--- src/rtl/core/rde_pkg.sv ---
// ----------------------------------------------------------------------------
// rde_pkg
// Shared types and codes of the ring deque engine: payload structs, request
// codes, result status codes and the controller-to-datapath action set.
// ----------------------------------------------------------------------------
`default_nettype none

package rde_pkg;

	// fixed field widths of the request and response items
	localparam int TYPE_W = 4;
	localparam int DIN_W  = 64;
	localparam int OFF_W  = 10;
	localparam int DOUT_W = 64;
	localparam int LEN_W  = 11;
	localparam int CAP_W  = 11;

	// request codes
	typedef enum logic [TYPE_W-1:0] {
		REQ_PUSH_FRONT = 4'd0,
		REQ_POP_FRONT  = 4'd1,
		REQ_READ_FRONT = 4'd2,
		REQ_WRITE_FRONT = 4'd3,
		REQ_PUSH_BACK  = 4'd4,
		REQ_POP_BACK   = 4'd5,
		REQ_READ_BACK  = 4'd6,
		REQ_WRITE_BACK = 4'd7,
		REQ_CLEAR      = 4'd8
	} req_code_t;

	// result status codes
	typedef enum logic [1:0] {
		STAT_OK    = 2'd0,
		STAT_FULL  = 2'd1,
		STAT_EMPTY = 2'd2,
		STAT_RANGE = 2'd3
	} status_t;

	// datapath action chosen by the controller
	typedef enum logic [3:0] {
		ACT_NONE    = 4'd0,
		ACT_PUSH_F  = 4'd1,
		ACT_POP_F   = 4'd2,
		ACT_READ_F  = 4'd3,
		ACT_WRITE_F = 4'd4,
		ACT_PUSH_B  = 4'd5,
		ACT_POP_B   = 4'd6,
		ACT_READ_B  = 4'd7,
		ACT_WRITE_B = 4'd8,
		ACT_CLEAR   = 4'd9
	} act_t;

	// request item
	typedef struct packed {
		logic [TYPE_W-1:0] req_type;
		logic [DIN_W-1:0]  data_in;
		logic [OFF_W-1:0]  offset;
	} req_t;

	// response item
	typedef struct packed {
		logic [DOUT_W-1:0] data_out;
		status_t           status;
		logic [LEN_W-1:0]  length;
	} rsp_t;

	// controller to datapath
	typedef struct packed {
		logic    capture;
		logic    cfg_wr;
		logic    exec;
		act_t    act;
		status_t stat;
		logic    load;
	} cmd_t;

	// datapath to controller
	typedef struct packed {
		req_code_t op;
		logic      empty;
		logic      full;
		logic      in_range;
	} sts_t;

endpackage

`default_nettype wire

--- src/rtl/core/rde_ctrl.sv ---
// ----------------------------------------------------------------------------
// rde_ctrl
// Sequencer of the ring deque engine: takes one item at a time, decodes the
// held request against the queue flags and steers the datapath.
// ----------------------------------------------------------------------------
`default_nettype none

module rde_ctrl (
	input  wire logic           clk,
	input  wire logic           arst_n,
	input  wire logic           req_valid,
	output logic                req_stall,
	input  wire logic           rsp_stall,
	output logic                rsp_valid,
	input  wire logic           cfg_valid,
	output logic                cfg_ready,
	input  wire rde_pkg::sts_t  sts,
	output rde_pkg::cmd_t       cmd
);

	typedef enum logic [2:0] {
		ST_IDLE = 3'b001,
		ST_EXEC = 3'b010,
		ST_FIN  = 3'b100
	} state_t;

	state_t state_q;
	state_t state_nxt;
	logic   rsp_valid_q;
	logic   idle;
	logic   take;
	logic   rsp_free;
	logic   load;
	rde_pkg::act_t    act;
	rde_pkg::status_t stat;

	// handshake decisions
	assign idle      = (state_q == ST_IDLE);
	assign cfg_ready = idle;
	assign req_stall = !idle || cfg_valid;
	assign take      = idle && req_valid && !cfg_valid;
	assign rsp_free  = !rsp_valid_q || !rsp_stall;
	assign load      = (state_q == ST_FIN) && rsp_free;
	assign rsp_valid = rsp_valid_q;

	// request decode against the queue flags
	always_comb begin
		act  = rde_pkg::ACT_NONE;
		stat = rde_pkg::STAT_OK;
		unique case (sts.op)
			rde_pkg::REQ_PUSH_FRONT, rde_pkg::REQ_PUSH_BACK: begin
				if (sts.full) begin
					stat = rde_pkg::STAT_FULL;
				end else if (sts.op == rde_pkg::REQ_PUSH_FRONT) begin
					act = rde_pkg::ACT_PUSH_F;
				end else begin
					act = rde_pkg::ACT_PUSH_B;
				end
			end
			rde_pkg::REQ_POP_FRONT, rde_pkg::REQ_POP_BACK: begin
				if (sts.empty) begin
					stat = rde_pkg::STAT_EMPTY;
				end else if (sts.op == rde_pkg::REQ_POP_FRONT) begin
					act = rde_pkg::ACT_POP_F;
				end else begin
					act = rde_pkg::ACT_POP_B;
				end
			end
			rde_pkg::REQ_READ_FRONT, rde_pkg::REQ_WRITE_FRONT,
			rde_pkg::REQ_READ_BACK, rde_pkg::REQ_WRITE_BACK: begin
				priority if (sts.empty) begin
					stat = rde_pkg::STAT_EMPTY;
				end else if (!sts.in_range) begin
					stat = rde_pkg::STAT_RANGE;
				end else begin
					unique case (sts.op)
						rde_pkg::REQ_READ_FRONT:  act = rde_pkg::ACT_READ_F;
						rde_pkg::REQ_WRITE_FRONT: act = rde_pkg::ACT_WRITE_F;
						rde_pkg::REQ_READ_BACK:   act = rde_pkg::ACT_READ_B;
						default:                  act = rde_pkg::ACT_WRITE_B;
					endcase
				end
			end
			rde_pkg::REQ_CLEAR: act = rde_pkg::ACT_CLEAR;
			default: begin
			end
		endcase
	end

	// command bundle
	always_comb begin
		cmd.capture = take;
		cmd.cfg_wr  = cfg_valid && cfg_ready;
		cmd.exec    = (state_q == ST_EXEC);
		cmd.act     = act;
		cmd.stat    = stat;
		cmd.load    = load;
	end

	// next state
	always_comb begin
		state_nxt = state_q;
		unique case (state_q)
			ST_IDLE: if (take) state_nxt = ST_EXEC;
			ST_EXEC: state_nxt = ST_FIN;
			ST_FIN:  if (rsp_free) state_nxt = ST_IDLE;
			default: state_nxt = ST_IDLE;
		endcase
	end

	// state and response valid flag
	always_ff @(posedge clk or negedge arst_n) begin
		if (!arst_n) begin
			state_q     <= ST_IDLE;
			rsp_valid_q <= 1'b0;
		end else begin
			state_q <= state_nxt;
			if (load) begin
				rsp_valid_q <= 1'b1;
			end else if (!rsp_stall) begin
				rsp_valid_q <= 1'b0;
			end
		end
	end

endmodule

`default_nettype wire

--- config.mk ---
export PLATFORM = sky130hd
export DESIGN_NAME = rde_ctrl
export DESIGN_NICKNAME = d
export VERILOG_FILES = /design/src/rtl/core/rde_pkg.sv /design/src/rtl/core/rde_ctrl.sv
export SDC_FILE = /design/constraint.sdc
export NUM_CORES = 1
export LEC_CHECK = 0
export BUFFER_PORTS_ARGS = -buffer_cell sky130_fd_sc_hd__buf_4
export CAP_MARGIN = 20
export CORE_AREA = 5 5 42 44
export DETAILED_ROUTE_END_ITERATION = 12
export DIE_AREA = 0 0 47 49
export PLACE_DENSITY_LB_ADDON = 0.08
export SYNTH_ARGS = -nofsm -noshare
export SYNTH_HDL_FRONTEND = slang
export SYNTH_SLANG_ARGS = --single-unit
export TNS_END_PERCENT = 10
--- constraint.sdc ---
create_clock -name clk -period 1.7 [get_ports clk]
set_clock_uncertainty 0.05 [all_clocks]
set_input_delay 0.255 -clock clk [delete_from_list [all_inputs] [get_ports clk]]
set_output_delay 0.255 -clock clk [all_outputs]
set_load 0.01 [all_outputs]
=== Yosys cells after proc, flatten, opt, wreduce, memory -nomap -nowiden ===
Cells that the tools add are included.

* Register bits after elaboration: 4
* Input port bits: 12
* Logic and storage cells: 49

* Equal/unequal tests: 14
* Muxes and demuxes: 18
* Reduce and logical (&&, ||, !) cells: 15

{| class="wikitable"
|+ Operators by type and width
! kind !! count
|-
| $mux W3 || 6
|-
| $eq A4 B3 Y1 const B || 4
|-
| $pmux W4 S4 || 1
|-
| $pmux W4 S3 || 1
|-
| $pmux W3 S3 || 1
|-
| $eq A4 B2 Y1 const B || 2
|-
| $mux W4 || 2
|-
| $mux W2 || 3
|-
| $pmux W2 S3 || 1
|-
| $eq A4 B1 Y1 const B || 1
|-
| $eq A4 B4 Y1 const B || 1
|-
| $logic_and A1 B1 Y1 || 4
|-
| $logic_not A1 Y1 || 4
|-
| $logic_not A4 Y1 || 1
|-
| $ne A2 B1 Y1 const B || 2
|-
| $reduce_or A2 Y1 || 2
|-
| $reduce_or A4 Y1 || 1
|-
| $eq A3 B1 Y1 const B || 1
|-
| $eq A3 B2 Y1 const B || 1
|-
| $eq A3 B3 Y1 const B || 1
|-
| $mux W1 || 3
|-
| $logic_or A1 B1 Y1 || 2
|-
| $ne A2 B2 Y1 const B || 1
|-
| $reduce_and A2 Y1 || 1
|}

=== Logic depth before layout (Yosys ltp) ===
* Depth in word-level cells: 5
* Depth in mapped cells: 5
* Depth with buffers taken out: 3

=== Worst setup path after synthesis ===
No wires, ideal clock.

* Path type: input port to output port
* From: input sts[3] (netlist bit)
* To: output cmd[5] (netlist bit)
* Data arrival time: 1184 ps
* Setup slack: 211 ps
* Stages on the path: 4
* Buffers on the path: 1
* Cells stage by stage: clkbuf_2 -> or4b_1 -> o31a_2 -> a21oi_2

{| class="wikitable"
|+ RTL lines
! element !! RTL line !! source
|-
| start: declaration || rde_ctrl.sv:17 || <nowiki>input wire rde_pkg::sts_t sts,</nowiki>
|-
| end: declaration || rde_ctrl.sv:18 || <nowiki>output rde_pkg::cmd_t cmd</nowiki>
|}

=== Worst setup path after layout ===
* From: register state_q[0]
* To: output req_stall

* Word-level cells in the longest chain between the ends: 3

{| class="wikitable"
|+ Ends and longest elaborated chain
! element !! RTL line !! source
|-
| start: declaration || rde_ctrl.sv:27 || <nowiki>state_t state_q;</nowiki>
|-
| start signal: assignment || rde_ctrl.sv:117 || <nowiki>state_q <= state_nxt;</nowiki>
|-
| $eq A3 B1 Y1 || rde_ctrl.sv:38 || <nowiki>assign idle = (state_q == ST_IDLE);</nowiki>
|-
| $logic_not A1 Y1 || rde_ctrl.sv:40 || <nowiki>assign req_stall = !idle || cfg_valid;</nowiki>
|-
| $logic_or A1 B1 Y1 || rde_ctrl.sv:40 ||
|-
| end: declaration || rde_ctrl.sv:12 || <nowiki>output logic req_stall,</nowiki>
|}

No other way between the ends.

==> impl_summary.txt <==
----------------------------------------------------
[Run status]
  Status ... finished clean

[Synthesis]
  Fraction of registers with async set or reset after synthesis ... 100%
  Top FF cell, synth ... sky130_fd_sc_hd__dfrtp_1
  Flip-flop and latch count after synthesis ... 4
  Most used standard cells in the synthesized netlist ... sky130_fd_sc_hd__nand2_1 (6), sky130_fd_sc_hd__nor2_1 (6)
  Post-synth top area share ... 19.7%
  Nets in the synthesized netlist ... 62
  Share of the yosys chip area belonging to registers ... 26.6%
  Library cell occupying the most area in the post-synthesis netlist ... sky130_fd_sc_hd__dfrtp_1
  Main area contributors after synthesis ... sky130_fd_sc_hd__dfrtp_1 (20%), sky130_fd_sc_hd__dfstp_2 (6.9%), sky130_fd_sc_hd__mux2_2 (5.9%)
  Synthesized cell area ... 380 um2
  Post-synthesis cell count ... 50
  Number of enable-type register cells in the synthesized netlist ... 0
  YS warnings ... 0
  Unique cell type count in the Yosys netlist ... 26
  Mean instance size in the synthesized netlist ... around 7.6 um2

[Die]
  Chip width ... about 47 um
  Area inside the core boundary ... 0.00140 mm2
  Standard-cell rows ... 14
  Total die area ... 0.00230 mm2
  Number of top-level design ports ... 25
  Height of the chip ... 49 um
  Starting density of the core ... 27.1%

[Global routing]
  Number of global-route vias before repair ... about 400
  Remaining global-route overflow ... 0
  Met1 layer usage reported by global route ... between 10% and 20%
  Met3 GRT Util ... under 10%
  GR Layer Usage met2 ... 13.8%
  Peak-usage layer in the global routing report ... met2
  Global-route wire length before repair ... 1680 um
  Pin count of the biggest net entering global routing ... 10
  Total global-route track usage ... 10.4%
  Initial antenna violation count ... 0

[Worst setup path]
  Reg2reg path depth ... 4
  Longest individual stage delay on the worst path ... 0.59 ns
  Worst setup path start ... state_q[0]
  Worst-path maximum fanout ... 6
  Slowest stage cell on the critical path ... sky130_fd_sc_hd__dfstp_2
  Arrival time at the worst endpoint ... 1.37 ns
  Worst r2r src ... state_q[0]
  Worst Path Required ... 1.39 ns
  Register-to-Register Setup Slack ... between 0.5 and 0.6 ns
  Critical Setup Path Class ... flip-flop to primary output
  End of the worst register-to-register path ... state_q[0]
  Critical Path Start Type ... flip-flop
  Worst-path cell chain ... nand2b_4 -> or3_4 -> buf_6
  Critical Path End Type ... primary output

[Clock tree]
  Clk root buf ... sky130_fd_sc_hd__clkbuf_4
  Max H-tree Level ... 1
  Worst-path clk slew ... around 0.040 ns
  Clock tree from TritonCTS ... built
  Clock Sinks ... 4
  Clock latency of the later-clocked register in the worst-skew pair ... between 0.2 and 0.25 ns
  Maximum clock path buffer count ... 2
  Num CTS Buffers ... 3

[Routing]
  Mean routed wirelength per cell ... 11.6 um
  Via-to-Cell Ratio ... 5.02
  Wire length reported by the detailed router ... 1060 um
  DRC violation total after the first TritonRoute iteration ... 4
  Number of detailed-route iterations in the first pass ... 4
  Vias after detailed routing ... 462
  Antenna violation net count after detailed routing ... 0
  Number of DRC violations after detailed routing ... 0

[Timing]
  Final Setup Violations ... 0
  Endpoints failing hold ... 0
  Transition time at the pin with the least slew margin ... 0.257 ns
  Period utilization ... 98.3%
  Setup repair after global routing missed its margin ... true
  Minimum clock period after layout ... 1.67 ns
  Final total negative setup slack ... 0 ns
  Remaining max-slew budget at the tightest pin ... between 80% and 90%
  Fmax ... roughly 0.60 GHz
  Slew Limit Fails ... 0

[Layout]
  Util after Layout ... 43.8%
  P&R area growth vs syn ... 61.2%
  Cell Count, Final, Fillers Out ... 92
  ANT cells ... 0
  Layout cell share with drive strength beyond 1 ... between 40% and 50%
  Fin nets ... 89

[Power]
  Proportion of power drawn by the clock network ... around a third
  VDD IR-drop max ... 0.000272 V
  Pwr Density ... 645 mW/mm2
  Cell leakage power ... ~0.29 nW
  Comb pwr share ... 36.0%
  Internal Pwr Total ... ~280 uW
  Share of total power consumed by net switching ... a little under a third
  Switching Power ... 119 uW
  Flop pwr share ... 30.1%
  Final total power ... 396 uW

[Place]
  HPWL Detailed ... 814 um
  Number of cells after detailed placement ... 86
  Final GP Congestion ... 0.831
  Count of port buffers added during placement ... 24

[Worst hold path]
  Hold Path Origin ... rsp_stall
  Number of cells on the worst hold path ... 3
  Min-delay worst type ... primary input to flip-flop
  Capture endpoint of the worst hold path ... rsp_valid

[Flow run]
  Number of maximum-capacitance violations ... 0

----------------------------------------------------
[layout make-up]
class	instances	area [um2]
multi-input cells	41	256
repair buffers	27	209
well taps	16	20.0
fillers	153	788
clock buffers	4	26.3
flip-flops and latches	4	101
[worst max-delay path, delay by kind of cell, from the launching register on]
kind / cells / cell delay (ns)
flops: 1 / 0.59
buf+inv: 1 / 0.13
simple gates: 2 / 0.41
[logic make-up (layout without fill, tap and decap cells)]
family | Yosys count | in the layout | share of synthesized area [%]
compound gates | 12 | 12 | 20.7
xor+xnor | 1 | 1 | 2.30
buf+inv | 5 | 31 | 9.21
flops | 4 | 4 | 26.6
mux | 2 | 2 | 5.92
simple gates | 26 | 26 | 35.2
[cells in the final DEF, fill, tap and decap left out, types with 2 or more instances in the layout]
| cell | count |
|---|---|
| sky130_fd_sc_hd__o21ai_0 | 3 |
| sky130_fd_sc_hd__or3_1 | 2 |
| sky130_fd_sc_hd__o22ai_1 | 2 |
| sky130_fd_sc_hd__clkbuf_4 | 3 |
| sky130_fd_sc_hd__dfrtp_1 | 3 |
| sky130_fd_sc_hd__nor2_1 | 6 |
| sky130_fd_sc_hd__a21oi_1 | 3 |
| sky130_fd_sc_hd__nor3_1 | 3 |
| sky130_fd_sc_hd__buf_4 | 25 |
| sky130_fd_sc_hd__nand2_1 | 6 |
| sky130_fd_sc_hd__mux2_2 | 2 |
[flip-flops by register name (all words and copies together), names as in the netlist]
name,cells
rsp_valid,1
state_q,3
[timing repair]
action	4_1_cts	5_1_grt
endpoints found under the setup margin	1	1
hold endpoints to repair	4	0
hold buffers	1	0
pin swaps	0	0
gates resized for setup	1	2
setup buffers	0	1
[power groups by stage]
stage               clock network (mW)  logic [mW]  registers (mW)
global route                     0.152       0.156           0.121
global placement                     0       0.129           0.118
floorplan                            0      0.0686           0.112
finish                           0.134       0.142           0.119
detailed placement                   0       0.127           0.118
CTS                              0.140       0.132           0.118
[per-layer routing]
metal / vias up / wire [um]
met1: 208 / 405
met2: 18 / 518
met4: 0 / 35
met3: 5 / 104
li1: 231 / -
met5: - / 0
[worst max path at each step]
| stage | to | slack (ns) | cells after the start |
|---|---|---|---|
| 2_1_floorplan | cmd[5] | 0.21 | 4 |
| 3_3_place_gp | cmd[5] | 0.12 | 5 |
| 3_5_place_dp | cmd[5] | 0.12 | 5 |
| 4_1_cts | req_stall | 0.03 | 3 |
| 5_1_grt | req_stall | -0.02 | 3 |
| 6_report | req_stall | 0.03 | 3 |
[metrics by stage]
stage          hold slack [ns]  area, um2  setup WS, ns
6_report                 0.176        613        0.0296
5_1_grt                  0.186        613       -0.0174
4_1_cts                  0.170        597        0.0295
3_5_place_dp           0.00264        553         0.118
3_3_place_gp           0.00193        553         0.122
2_1_floorplan          -0.0906        380         0.211
No activity file was read; power rests on OpenSTA's default activity.
